==> config.mk <==
export PLATFORM = sky130hd
export DESIGN_NAME = usb_ep0_control_request_handler_unit
export DESIGN_NICKNAME = d
export VERILOG_FILES = /design/src/rtl/usbep0_pkg.sv /design/src/rtl/usb_ep0_control_request_handler_unit.sv /design/src/rtl/usbep0_front.sv /design/src/rtl/usbep0_queue.sv /design/src/rtl/usbep0_back.sv
export SDC_FILE = /design/constraint.sdc
export NUM_CORES = 1
export LEC_CHECK = 0
export BUFFER_PORTS_ARGS = -buffer_cell sky130_fd_sc_hd__clkbuf_2
export CAP_MARGIN = 40
export CORE_UTILIZATION = 60
export CTS_CLUSTER_DIAMETER = 100
export DETAILED_ROUTE_END_ITERATION = 7
export PLACE_DENSITY = 0.93
export SETUP_SLACK_MARGIN = 0.15
export SYNTH_ARGS = -nofsm -noshare
export SYNTH_HDL_FRONTEND = slang
export SYNTH_SLANG_ARGS = --single-unit
==> constraint.sdc <==
create_clock -name clk_i -period 6.85 [get_ports clk_i]
set_input_delay 1.37 -clock clk_i [delete_from_list [all_inputs] [get_ports clk_i]]
set_output_delay 1.37 -clock clk_i [all_outputs]
set_load 0.1 [all_outputs]
==> src/rtl/usbep0_pkg.sv <==
// ----------------------------------------------------------------------------
// usbep0_pkg
// Shared types and codes of the endpoint-zero control request handler.
// ----------------------------------------------------------------------------
package usbep0_pkg;

  localparam int unsigned QueueDepthDefault = 2;

  localparam logic [6:0] MaxPacketReset = 7'd64;
  localparam logic [6:0] MaxPacketMin   = 7'd8;
  localparam logic [6:0] MaxPacketMax   = 7'd64;

  localparam logic [1:0] FUNC_SETUP    = 2'd0;
  localparam logic [1:0] FUNC_IN_DONE  = 2'd1;
  localparam logic [1:0] FUNC_OUT_DONE = 2'd2;
  localparam logic [1:0] FUNC_SUSPEND  = 2'd3;

  localparam logic [7:0] RT_STD_DEV_IN   = 8'h80;
  localparam logic [7:0] RT_STD_DEV_OUT  = 8'h00;
  localparam logic [7:0] RT_CLASS_IF_OUT = 8'h21;

  localparam logic [7:0] REQ_GET_STATUS        = 8'd0;
  localparam logic [7:0] REQ_SET_ADDRESS       = 8'd5;
  localparam logic [7:0] REQ_GET_DESCRIPTOR    = 8'd6;
  localparam logic [7:0] REQ_SET_CONFIGURATION = 8'd9;

  localparam logic [7:0] DT_DEVICE = 8'd1;
  localparam logic [7:0] DT_STRING = 8'd3;

  typedef enum logic [2:0] {
    ACT_DATA  = 3'd0,
    ACT_ZLP   = 3'd1,
    ACT_RECV  = 3'd2,
    ACT_STALL = 3'd3,
    ACT_ADDR  = 3'd4
  } action_e;

  typedef enum logic [2:0] {
    OP_STALL   = 3'd0,
    OP_ZLP     = 3'd1,
    OP_ADDR    = 3'd2,
    OP_DESC    = 3'd3,
    OP_IN_DONE = 3'd4,
    OP_SUSPEND = 3'd5
  } op_e;

  typedef struct packed {
    op_e         op;
    logic [1:0]  kind;
    logic [7:0]  index;
    logic [15:0] len;
    logic [6:0]  addr;
  } cmd_t;

  typedef struct packed {
    action_e     action;
    logic [1:0]  desc_kind;
    logic [7:0]  desc_index;
    logic [15:0] offset;
    logic [6:0]  size;
    logic [6:0]  address;
    logic        last;
  } res_t;

endpackage

==> src/rtl/usb_ep0_control_request_handler_unit.sv <==
// ----------------------------------------------------------------------------
// usb_ep0_control_request_handler_unit
// Endpoint-zero control request handler with decoder, command queue and engine.
// ----------------------------------------------------------------------------
// Each event beat is decoded in the cycle it is taken and queued; the engine
// then drives one result beat per cycle while the output is not stalled,
// through a registered output; a set address or a final descriptor packet
// gives two results, other events at most one. Events that give no result are
// dropped at the decoder or taken by the engine without a result. The command
// queue holds QueueDepth events, so input beats keep flowing while the output
// is stalled until the queue fills. There is no clearing pass after reset.
module usb_ep0_control_request_handler_unit #(
  parameter int unsigned QueueDepth = usbep0_pkg::QueueDepthDefault
) (
  input  logic        clk_i,
  input  logic        rst_ni,
  input  logic        cfg_we_i,
  input  logic [6:0]  cfg_wdata_i,
  input  logic        in_valid_i,
  output logic        in_stall_o,
  input  logic [1:0]  func_i,
  input  logic [7:0]  request_type_i,
  input  logic [7:0]  request_i,
  input  logic [7:0]  value_low_i,
  input  logic [7:0]  value_high_i,
  input  logic [15:0] setup_length_i,
  input  logic [15:0] desc_length_i,
  output logic        out_valid_o,
  input  logic        out_stall_i,
  output logic [2:0]  action_o,
  output logic [1:0]  desc_kind_o,
  output logic [7:0]  desc_index_o,
  output logic [15:0] offset_o,
  output logic [6:0]  size_o,
  output logic [6:0]  address_o,
  output logic        last_o
);
  import usbep0_pkg::*;

  logic [6:0] max_packet_q;
  logic [6:0] mp_clamped;
  logic       q_full, q_push, q_valid, q_pop;
  cmd_t       push_cmd, head_cmd;
  res_t       res;

  always_ff @(posedge clk_i or negedge rst_ni) begin
    if (!rst_ni) begin
      max_packet_q <= MaxPacketReset;
    end else if (cfg_we_i) begin
      max_packet_q <= cfg_wdata_i;
    end
  end

  assign mp_clamped = (max_packet_q < MaxPacketMin) ? MaxPacketMin :
                      (max_packet_q > MaxPacketMax) ? MaxPacketMax : max_packet_q;

  usbep0_front u_front (
    .in_valid_i     (in_valid_i),
    .in_stall_o     (in_stall_o),
    .func_i         (func_i),
    .request_type_i (request_type_i),
    .request_i      (request_i),
    .value_low_i    (value_low_i),
    .value_high_i   (value_high_i),
    .setup_length_i (setup_length_i),
    .desc_length_i  (desc_length_i),
    .q_full_i       (q_full),
    .q_push_o       (q_push),
    .q_cmd_o        (push_cmd)
  );

  usbep0_queue #(
    .Depth (QueueDepth)
  ) u_queue (
    .clk_i   (clk_i),
    .rst_ni  (rst_ni),
    .push_i  (q_push),
    .cmd_i   (push_cmd),
    .full_o  (q_full),
    .pop_i   (q_pop),
    .valid_o (q_valid),
    .cmd_o   (head_cmd)
  );

  usbep0_back u_back (
    .clk_i        (clk_i),
    .rst_ni       (rst_ni),
    .max_packet_i (mp_clamped),
    .q_valid_i    (q_valid),
    .q_cmd_i      (head_cmd),
    .q_pop_o      (q_pop),
    .res_valid_o  (out_valid_o),
    .res_stall_i  (out_stall_i),
    .res_o        (res)
  );

  assign action_o     = res.action;
  assign desc_kind_o  = res.desc_kind;
  assign desc_index_o = res.desc_index;
  assign offset_o     = res.offset;
  assign size_o       = res.size;
  assign address_o    = res.address;
  assign last_o       = res.last;

endmodule

==> src/rtl/usbep0_front.sv <==
// ----------------------------------------------------------------------------
// usbep0_front
// Event decoder: classifies each beat and queues the commands that it keeps.
// ----------------------------------------------------------------------------
module usbep0_front (
  input  logic                in_valid_i,
  output logic                in_stall_o,
  input  logic [1:0]          func_i,
  input  logic [7:0]          request_type_i,
  input  logic [7:0]          request_i,
  input  logic [7:0]          value_low_i,
  input  logic [7:0]          value_high_i,
  input  logic [15:0]         setup_length_i,
  input  logic [15:0]         desc_length_i,
  input  logic                q_full_i,
  output logic                q_push_o,
  output usbep0_pkg::cmd_t    q_cmd_o
);
  import usbep0_pkg::*;

  logic keep;
  cmd_t cmd;
  logic dt_ok;

  assign dt_ok = (value_high_i >= DT_DEVICE) && (value_high_i <= DT_STRING);

  always_comb begin
    keep      = 1'b0;
    cmd.op    = OP_STALL;
    cmd.kind  = value_high_i[1:0] - 2'd1;
    cmd.index = (value_high_i == DT_STRING) ? value_low_i : 8'd0;
    cmd.len   = (desc_length_i < setup_length_i) ? desc_length_i : setup_length_i;
    cmd.addr  = value_low_i[6:0];
    unique case (func_i)
      FUNC_SETUP: begin
        if (request_type_i == RT_STD_DEV_IN) begin
          if (request_i == REQ_GET_DESCRIPTOR) begin
            keep   = 1'b1;
            cmd.op = dt_ok ? OP_DESC : OP_STALL;
          end else if (request_i == REQ_GET_STATUS) begin
            keep   = 1'b1;
            cmd.op = OP_STALL;
          end
        end else if (request_type_i == RT_STD_DEV_OUT) begin
          if (request_i == REQ_SET_ADDRESS) begin
            keep   = 1'b1;
            cmd.op = OP_ADDR;
          end else if (request_i == REQ_SET_CONFIGURATION) begin
            keep   = 1'b1;
            cmd.op = OP_ZLP;
          end
        end else if (request_type_i == RT_CLASS_IF_OUT) begin
          keep   = 1'b1;
          cmd.op = OP_STALL;
        end
      end
      FUNC_IN_DONE: begin
        keep   = 1'b1;
        cmd.op = OP_IN_DONE;
      end
      FUNC_OUT_DONE: begin
        keep   = 1'b1;
        cmd.op = OP_ZLP;
      end
      FUNC_SUSPEND: begin
        keep   = 1'b1;
        cmd.op = OP_SUSPEND;
      end
      default: keep = 1'b0;
    endcase
  end

  assign in_stall_o = q_full_i;
  assign q_push_o   = in_valid_i && !q_full_i && keep;
  assign q_cmd_o    = cmd;

endmodule

==> src/rtl/usbep0_queue.sv <==
// ----------------------------------------------------------------------------
// usbep0_queue
// Short command queue between the decoder and the transfer engine.
// ----------------------------------------------------------------------------
module usbep0_queue #(
  parameter int unsigned Depth = usbep0_pkg::QueueDepthDefault
) (
  input  logic             clk_i,
  input  logic             rst_ni,
  input  logic             push_i,
  input  usbep0_pkg::cmd_t cmd_i,
  output logic             full_o,
  input  logic             pop_i,
  output logic             valid_o,
  output usbep0_pkg::cmd_t cmd_o
);
  import usbep0_pkg::*;

  localparam int unsigned PtrW = (Depth > 1) ? $clog2(Depth) : 1;
  localparam int unsigned CntW = $clog2(Depth + 1);
  localparam logic [PtrW-1:0] PtrLast = PtrW'(Depth - 1);
  localparam logic [CntW-1:0] CntFull = CntW'(Depth);

  cmd_t            mem_q [Depth];
  logic [PtrW-1:0] wr_ptr_q, wr_ptr_d;
  logic [PtrW-1:0] rd_ptr_q, rd_ptr_d;
  logic [CntW-1:0] count_q, count_d;
  logic            do_push, do_pop;

  assign full_o  = (count_q == CntFull);
  assign valid_o = (count_q != '0);
  assign cmd_o   = mem_q[rd_ptr_q];
  assign do_push = push_i && !full_o;
  assign do_pop  = pop_i && valid_o;

  always_comb begin
    wr_ptr_d = wr_ptr_q;
    rd_ptr_d = rd_ptr_q;
    count_d  = count_q;
    if (do_push) begin
      wr_ptr_d = (wr_ptr_q == PtrLast) ? '0 : wr_ptr_q + PtrW'(1);
    end
    if (do_pop) begin
      rd_ptr_d = (rd_ptr_q == PtrLast) ? '0 : rd_ptr_q + PtrW'(1);
    end
    unique case ({do_push, do_pop})
      2'b10:   count_d = count_q + CntW'(1);
      2'b01:   count_d = count_q - CntW'(1);
      default: count_d = count_q;
    endcase
  end

  always_ff @(posedge clk_i or negedge rst_ni) begin
    if (!rst_ni) begin
      wr_ptr_q <= '0;
      rd_ptr_q <= '0;
      count_q  <= '0;
    end else begin
      wr_ptr_q <= wr_ptr_d;
      rd_ptr_q <= rd_ptr_d;
      count_q  <= count_d;
    end
  end

  always_ff @(posedge clk_i) begin
    if (do_push) begin
      mem_q[wr_ptr_q] <= cmd_i;
    end
  end

`ifndef ASSERT_OFF
  a_no_overflow: assert property (@(posedge clk_i) disable iff (!rst_ni)
    push_i |-> !full_o)
    else $error("command pushed into full queue");

  a_count_bound: assert property (@(posedge clk_i) disable iff (!rst_ni)
    count_q <= CntFull)
    else $error("queue count beyond depth");

  a_count_track: assert property (@(posedge clk_i) disable iff (!rst_ni)
    (do_push && !do_pop) |=> (count_q == $past(count_q) + CntW'(1)))
    else $error("queue count lost a push");
`endif

endmodule

==> src/rtl/usbep0_back.sv <==
// ----------------------------------------------------------------------------
// usbep0_back
// Transfer engine: runs commands, splits descriptors into packets, drives results.
// ----------------------------------------------------------------------------
module usbep0_back (
  input  logic             clk_i,
  input  logic             rst_ni,
  input  logic [6:0]       max_packet_i,
  input  logic             q_valid_i,
  input  usbep0_pkg::cmd_t q_cmd_i,
  output logic             q_pop_o,
  output logic             res_valid_o,
  input  logic             res_stall_i,
  output usbep0_pkg::res_t res_o
);
  import usbep0_pkg::*;

  logic [15:0] remaining_q, remaining_d;
  logic [15:0] total_q, total_d;
  logic [1:0]  kind_q, kind_d;
  logic [7:0]  index_q, index_d;
  logic        pend_q, pend_d;
  action_e     pend_act_q, pend_act_d;
  logic        out_valid_q, out_valid_d;
  res_t        out_q, out_d;

  logic        out_free;
  logic        is_desc;
  logic [15:0] tot_use, rem_use, pkt_off, rem_sub;
  logic        big;
  logic [6:0]  pkt_size;
  logic [15:0] rem_next;
  res_t        data_res;

  assign out_free = !out_valid_q || !res_stall_i;
  assign q_pop_o  = out_free && !pend_q && q_valid_i;
  assign is_desc  = (q_cmd_i.op == OP_DESC);
  assign tot_use  = is_desc ? q_cmd_i.len : total_q;
  assign rem_use  = is_desc ? q_cmd_i.len : remaining_q;
  assign pkt_off  = tot_use - rem_use;
  assign big      = rem_use > {9'd0, max_packet_i};
  assign rem_sub  = rem_use - {9'd0, max_packet_i};
  assign pkt_size = big ? max_packet_i : rem_use[6:0];
  assign rem_next = big ? rem_sub : 16'd0;

  always_comb begin
    data_res            = '0;
    data_res.action     = ACT_DATA;
    data_res.desc_kind  = is_desc ? q_cmd_i.kind : kind_q;
    data_res.desc_index = is_desc ? q_cmd_i.index : index_q;
    data_res.offset     = pkt_off;
    data_res.size       = pkt_size;
    data_res.last       = (rem_next != 16'd0);
  end

  always_comb begin
    remaining_d = remaining_q;
    total_d     = total_q;
    kind_d      = kind_q;
    index_d     = index_q;
    pend_d      = pend_q;
    pend_act_d  = pend_act_q;
    out_valid_d = out_valid_q;
    out_d       = out_q;
    if (out_free) begin
      out_valid_d = 1'b0;
      if (pend_q) begin
        out_valid_d   = 1'b1;
        out_d         = '0;
        out_d.action  = pend_act_q;
        out_d.last    = 1'b1;
        pend_d        = 1'b0;
      end else if (q_valid_i) begin
        out_d      = '0;
        out_d.last = 1'b1;
        unique case (q_cmd_i.op)
          OP_STALL: begin
            out_valid_d  = 1'b1;
            out_d.action = ACT_STALL;
          end
          OP_ZLP: begin
            out_valid_d  = 1'b1;
            out_d.action = ACT_ZLP;
          end
          OP_ADDR: begin
            out_valid_d   = 1'b1;
            out_d.action  = ACT_ADDR;
            out_d.address = q_cmd_i.addr;
            out_d.last    = 1'b0;
            pend_d        = 1'b1;
            pend_act_d    = ACT_ZLP;
          end
          OP_SUSPEND: begin
            out_valid_d  = 1'b1;
            out_d.action = ACT_RECV;
            remaining_d  = 16'd0;
          end
          OP_DESC, OP_IN_DONE: begin
            if (is_desc == (remaining_q == 16'd0)) begin
              out_valid_d = 1'b1;
              out_d       = data_res;
              remaining_d = rem_next;
              total_d     = tot_use;
              kind_d      = data_res.desc_kind;
              index_d     = data_res.desc_index;
              if (rem_next == 16'd0) begin
                pend_d     = 1'b1;
                pend_act_d = ACT_RECV;
              end
            end
          end
          default: out_valid_d = 1'b0;
        endcase
      end
    end
  end

  always_ff @(posedge clk_i or negedge rst_ni) begin
    if (!rst_ni) begin
      remaining_q <= 16'd0;
      total_q     <= 16'd0;
      kind_q      <= 2'd0;
      index_q     <= 8'd0;
      pend_q      <= 1'b0;
      pend_act_q  <= ACT_RECV;
      out_valid_q <= 1'b0;
    end else begin
      remaining_q <= remaining_d;
      total_q     <= total_d;
      kind_q      <= kind_d;
      index_q     <= index_d;
      pend_q      <= pend_d;
      pend_act_q  <= pend_act_d;
      out_valid_q <= out_valid_d;
    end
  end

  always_ff @(posedge clk_i) begin
    out_q <= out_d;
  end

  assign res_valid_o = out_valid_q;
  assign res_o       = out_q;

`ifndef ASSERT_OFF
  a_pend_has_head: assert property (@(posedge clk_i) disable iff (!rst_ni)
    pend_q |-> out_valid_q)
    else $error("second result pending without a first one shown");

  a_not_last_pends: assert property (@(posedge clk_i) disable iff (!rst_ni)
    (out_valid_q && !out_q.last) |-> pend_q)
    else $error("non-final result without a follow-up");

  a_rem_le_total: assert property (@(posedge clk_i) disable iff (!rst_ni)
    remaining_q <= total_q)
    else $error("remaining count exceeds transfer length");

  a_no_pop_while_pend: assert property (@(posedge clk_i) disable iff (!rst_ni)
    pend_q |-> !q_pop_o)
    else $error("command taken while a result is still owed");
`endif

endmodule

==> results.sh <==
export IMPL_timing_rr_end="u_back.res_o[0]$_SDFFCE_PP1P_"
export IMPL_post_drt_wl_per_cell_microns=17.8
export IMPL_critical_path_max_stage_delay_ns=0.62
export IMPL_worst_pin_slew_ns=0.776
export IMPL_slowest_stage="a211oi_4"
export IMPL_nets=1100
export IMPL_layout_drive_gt1_share_pct=21.9
export IMPL_synth_seq_cells=173
export IMPL_fin_tns_setup_ns=0
export IMPL_setup_violations=0
export IMPL_critPathTopFamily="compound AO/OA/AOI/OAI gates"
export IMPL_cts_tree="done"
export IMPL_path_clk_slew_ns=0.07
export IMPL_drt_iter0_markers=624
export IMPL_grt_max_degree=58
export IMPL_drc_errors=0
export IMPL_initial_utilization_pct=61.1
export IMPL_fp_dieW_microns=126
export IMPL_gp_congestion=0.982
export IMPL_area_growth_pct=15.2
export IMPL_path_max_fanout=38
export IMPL_synth_area_sq_um=9260
export IMPL_htree_levels=4
export IMPL_reg2regPathDepth=14
export IMPL_cap_violations=0
export IMPL_dieArea_sq_um=15900
export IMPL_routed_wl_microns=21000
export IMPL_post_cts_buffers=0
export IMPL_cts_root_buf="clkbuf_16"
export IMPL_ys_warn_count=0
export IMPL_overflow=0
export IMPL_synth_ff_type="edfxtp_1"
export IMPL_via_count=7070
export IMPL_synth_avg_cell_area_sq_um=10.8
export IMPL_grt_pass1_vias=6673
export IMPL_die_h_microns=126
export IMPL_hpwlAfterDp_microns=14800
export IMPL_synthXorXnorAreaFrac_pct=3.41
export IMPL_io_pins=124
export IMPL_synth_cell_types=70
export IMPL_synthSimpleGateAreaFrac_pct=15.3
export IMPL_reg2reg_from="u_queue.rd_ptr_q$_DFFE_PN0P_"
export IMPL_grt_pass1_wl_microns=33300
export IMPL_clock_path_buffers=2
export IMPL_antenna_cells=0
export IMPL_cp_num_buf_inv=1
export IMPL_worstSkewPairLatency_ns=0.44
export IMPL_reg2reg_slack_ns=1.86
export IMPL_synth_mux_area_share_pct=6.76
export IMPL_finalHoldViolCount=0
export IMPL_crit_arrival_ns=5.18
export IMPL_syn_inst=856
export IMPL_ctsHoldBuffers=0
export IMPL_crit_chain="and4b_1 -> or2_2 -> buf_4 -> nor2_1 -> nor2_1 -> ha_1 -> a211oi_1 -> o21ai_0 -> o211ai_1 -> nand3_2 -> a211oi_4 -> a31o_1 -> nand4_1 -> a311o_1"
export IMPL_synth_edf_count=116
export IMPL_core_sq_um=15100
export IMPL_period_needed_ns=4.99
export IMPL_cts_resized=0
export IMPL_status="completed"
export IMPL_period_share_pct=72.9
export IMPL_slew_violations=0
export IMPL_antenna_found_initial=0
export IMPL_track_usage_pct=27.2
export IMPL_cts_buffers_inserted=17
export IMPL_clock_sinks=173
export IMPL_port_buffers=123
export IMPL_crit_end="u_back.res_o[0]$_SDFFCE_PP1P_"
export IMPL_end_kind="register"
export IMPL_startpoint_type="register"
export IMPL_cp_required_ns=7.04
export IMPL_hold_class="reg -> reg"
export IMPL_worst_path_stages=14
export IMPL_synth_top_family_by_area="simple AND/OR/NAND/NOR gates"
export IMPL_crit_path_frequent_cell="nor2_1"
export IMPL_drt_pass1_iter_count=5
export IMPL_synthAdderAreaFrac_pct=5.97
export IMPL_startpoint="u_queue.rd_ptr_q$_DFFE_PN0P_"
export IMPL_drt_vias_per_instance=5.99
export IMPL_ys_seq_area_share_pct=53.1
export IMPL_max_freq_mhz=200
export IMPL_floorplan_rows=45
export IMPL_postSynth_asyncResetShare_pct=32.9
export IMPL_critical_path_class="reg -> reg"
export IMPL_synth_compound_area_share_pct=12.3
export IMPL_antenna_left=0
export IMPL_rsz0062_at_grt="false"
export IMPL_maxSlewHeadroom_pct=48.3
export IMPL_finClkSkew_ns=0.00799
export IMPL_syn_nets=977
-- Yosys cell counts (3+ instances only) --
cell | instances | share of area [%]
a211oi_1 | 24 | 1.9
a21o_1 | 4 | 0.32
a21oi_1 | 32 | 1.7
a22o_1 | 9 | 0.85
a31oi_1 | 6 | 0.41
and2_1 | 12 | 0.81
buf_1 | 3 | 0.12
buf_2 | 7 | 0.38
clkbuf_1 | 19 | 0.77
dfrtp_1 | 55 | 15
edfxtp_1 | 116 | 38
ha_1 | 41 | 5.5
inv_1 | 40 | 1.6
mux2_2 | 30 | 3.6
mux2i_1 | 26 | 2.8
nand2_1 | 76 | 3.1
nand2b_1 | 11 | 0.74
nand3_1 | 10 | 0.54
nand3b_1 | 3 | 0.24
nand4_1 | 6 | 0.41
nor2_1 | 121 | 4.9
nor2b_1 | 17 | 1.1
nor3_1 | 20 | 1.1
nor3b_1 | 4 | 0.32
nor4_1 | 5 | 0.34
o211ai_1 | 3 | 0.24
o21a_1 | 9 | 0.73
o21ai_0 | 40 | 2.2
o21bai_1 | 9 | 0.73
o22ai_1 | 3 | 0.20
o31ai_1 | 3 | 0.24
o32ai_1 | 3 | 0.28
o41ai_1 | 3 | 0.28
or2_2 | 4 | 0.27
or3_1 | 4 | 0.27
xnor2_1 | 22 | 2.1
xor2_1 | 14 | 1.3
-- kinds of logic after synthesis --
logic type	Yosys count
mux	58
buf+inv	72
fa+ha+maj	43
simple gates	305
xor+xnor	36
compound gates	169
flops	173
-- worst register-to-register path: stages, from the launching register on --
cell and delay (ns):
dfrtp_2 0.56, and4b_1 0.39, or2_2 0.49, buf_4 0.46
nor2_1 0.09, nor2_1 0.23, ha_1 0.33, a211oi_1 0.38
o21ai_0 0.25, o211ai_1 0.17, nand3_2 0.12, a211oi_4 0.62
a31o_1 0.20, nand4_1 0.09, a311o_1 0.36
-- per-layer routing --
metal  wire length (microns)  GRT usage [%]
met1                    9170           36.7
met2                    9990           44.0
met3                    1400           5.23
met4                     427           9.78
met5                       0              0
-- how the worst min path moves through the flow --
stage                                              start                             end  depth (start not counted)
after CTS                 u_back.total_q[14]$_DFFE_PN0P_  u_back.total_q[14]$_DFFE_PN0P_                          2
final                     u_back.total_q[14]$_DFFE_PN0P_  u_back.total_q[14]$_DFFE_PN0P_                          2
after floorplan            u_back.total_q[0]$_DFFE_PN0P_   u_back.total_q[0]$_DFFE_PN0P_                          2
after global placement    u_back.total_q[10]$_DFFE_PN0P_  u_back.total_q[10]$_DFFE_PN0P_                          2
after global routing      u_back.total_q[11]$_DFFE_PN0P_  u_back.total_q[11]$_DFFE_PN0P_                          2
after detailed placement  u_back.total_q[14]$_DFFE_PN0P_  u_back.total_q[14]$_DFFE_PN0P_                          2
-- per-stage QoR --
stage | cell area, sq um | utilization (%) | setup WS, ns | std cells | hold WS (ns)
floorplan | 9260 | - | 2.16 | 856 | 0.445
global placement | 10100 | 66.4 | 2.17 | 1146 | 0.458
detailed placement | 10100 | 66.6 | 2.03 | 1148 | 0.468
CTS | 10700 | 70.4 | 1.99 | 1180 | 0.484
global route | 10700 | 70.4 | 1.52 | 1180 | 0.513
finish | 10700 | 70.4 | 1.86 | 1180 | 0.492
-- area by class of cell --
type                    count  area [sq um]
clock buffers              18           429
flip-flops and latches    173          4910
inverters                  40           150
fillers                  1039          4480
clock inverters            14           149
multi-input cells         611          4060
repair buffers            136           728
well taps                 188           235
-- placed cells by master, fill, tap and decap left out, types with 4 or more instances in the layout --
master / count
nor2b_1: 17
nand4_1: 6
a31oi_1: 6
a21o_1: 4
inv_6: 6
dfrtp_1: 54
inv_1: 40
nor4_1: 5
o21a_1: 9
nand3_1: 10
a22o_1: 9
clkbuf_16: 17
clkbuf_2: 123
a21oi_1: 31
o21bai_1: 9
nor3_1: 20
ha_1: 41
and2_1: 12
mux2i_1: 26
xor2_1: 14
nand2_1: 76
nor3b_1: 4
o21ai_0: 40
or3_1: 4
nand2b_1: 11
nor2_1: 119
a211oi_1: 24
or2_2: 5
mux2_2: 30
buf_4: 11
edfxtp_1: 116
xnor2_1: 22
-- sequential cells by signal, indices dropped and copies added (netlist names) --
register and count:
u_back.kind_q 2, u_back.total_q 16, u_queue.wr_ptr_q 1, max_packet_q 7
u_queue.rd_ptr_q 1, u_queue.mem_q 72, u_back.remaining_q 16, u_back.index_q 8
u_queue.count_q 2, u_back.res_valid_o 1, u_back.pend_q 1, u_back.res_o 44
u_back.pend_act_q 2
Power is not shown: default switching activity piles up to over one toggle a cycle in this logic, so the estimate is an artifact.
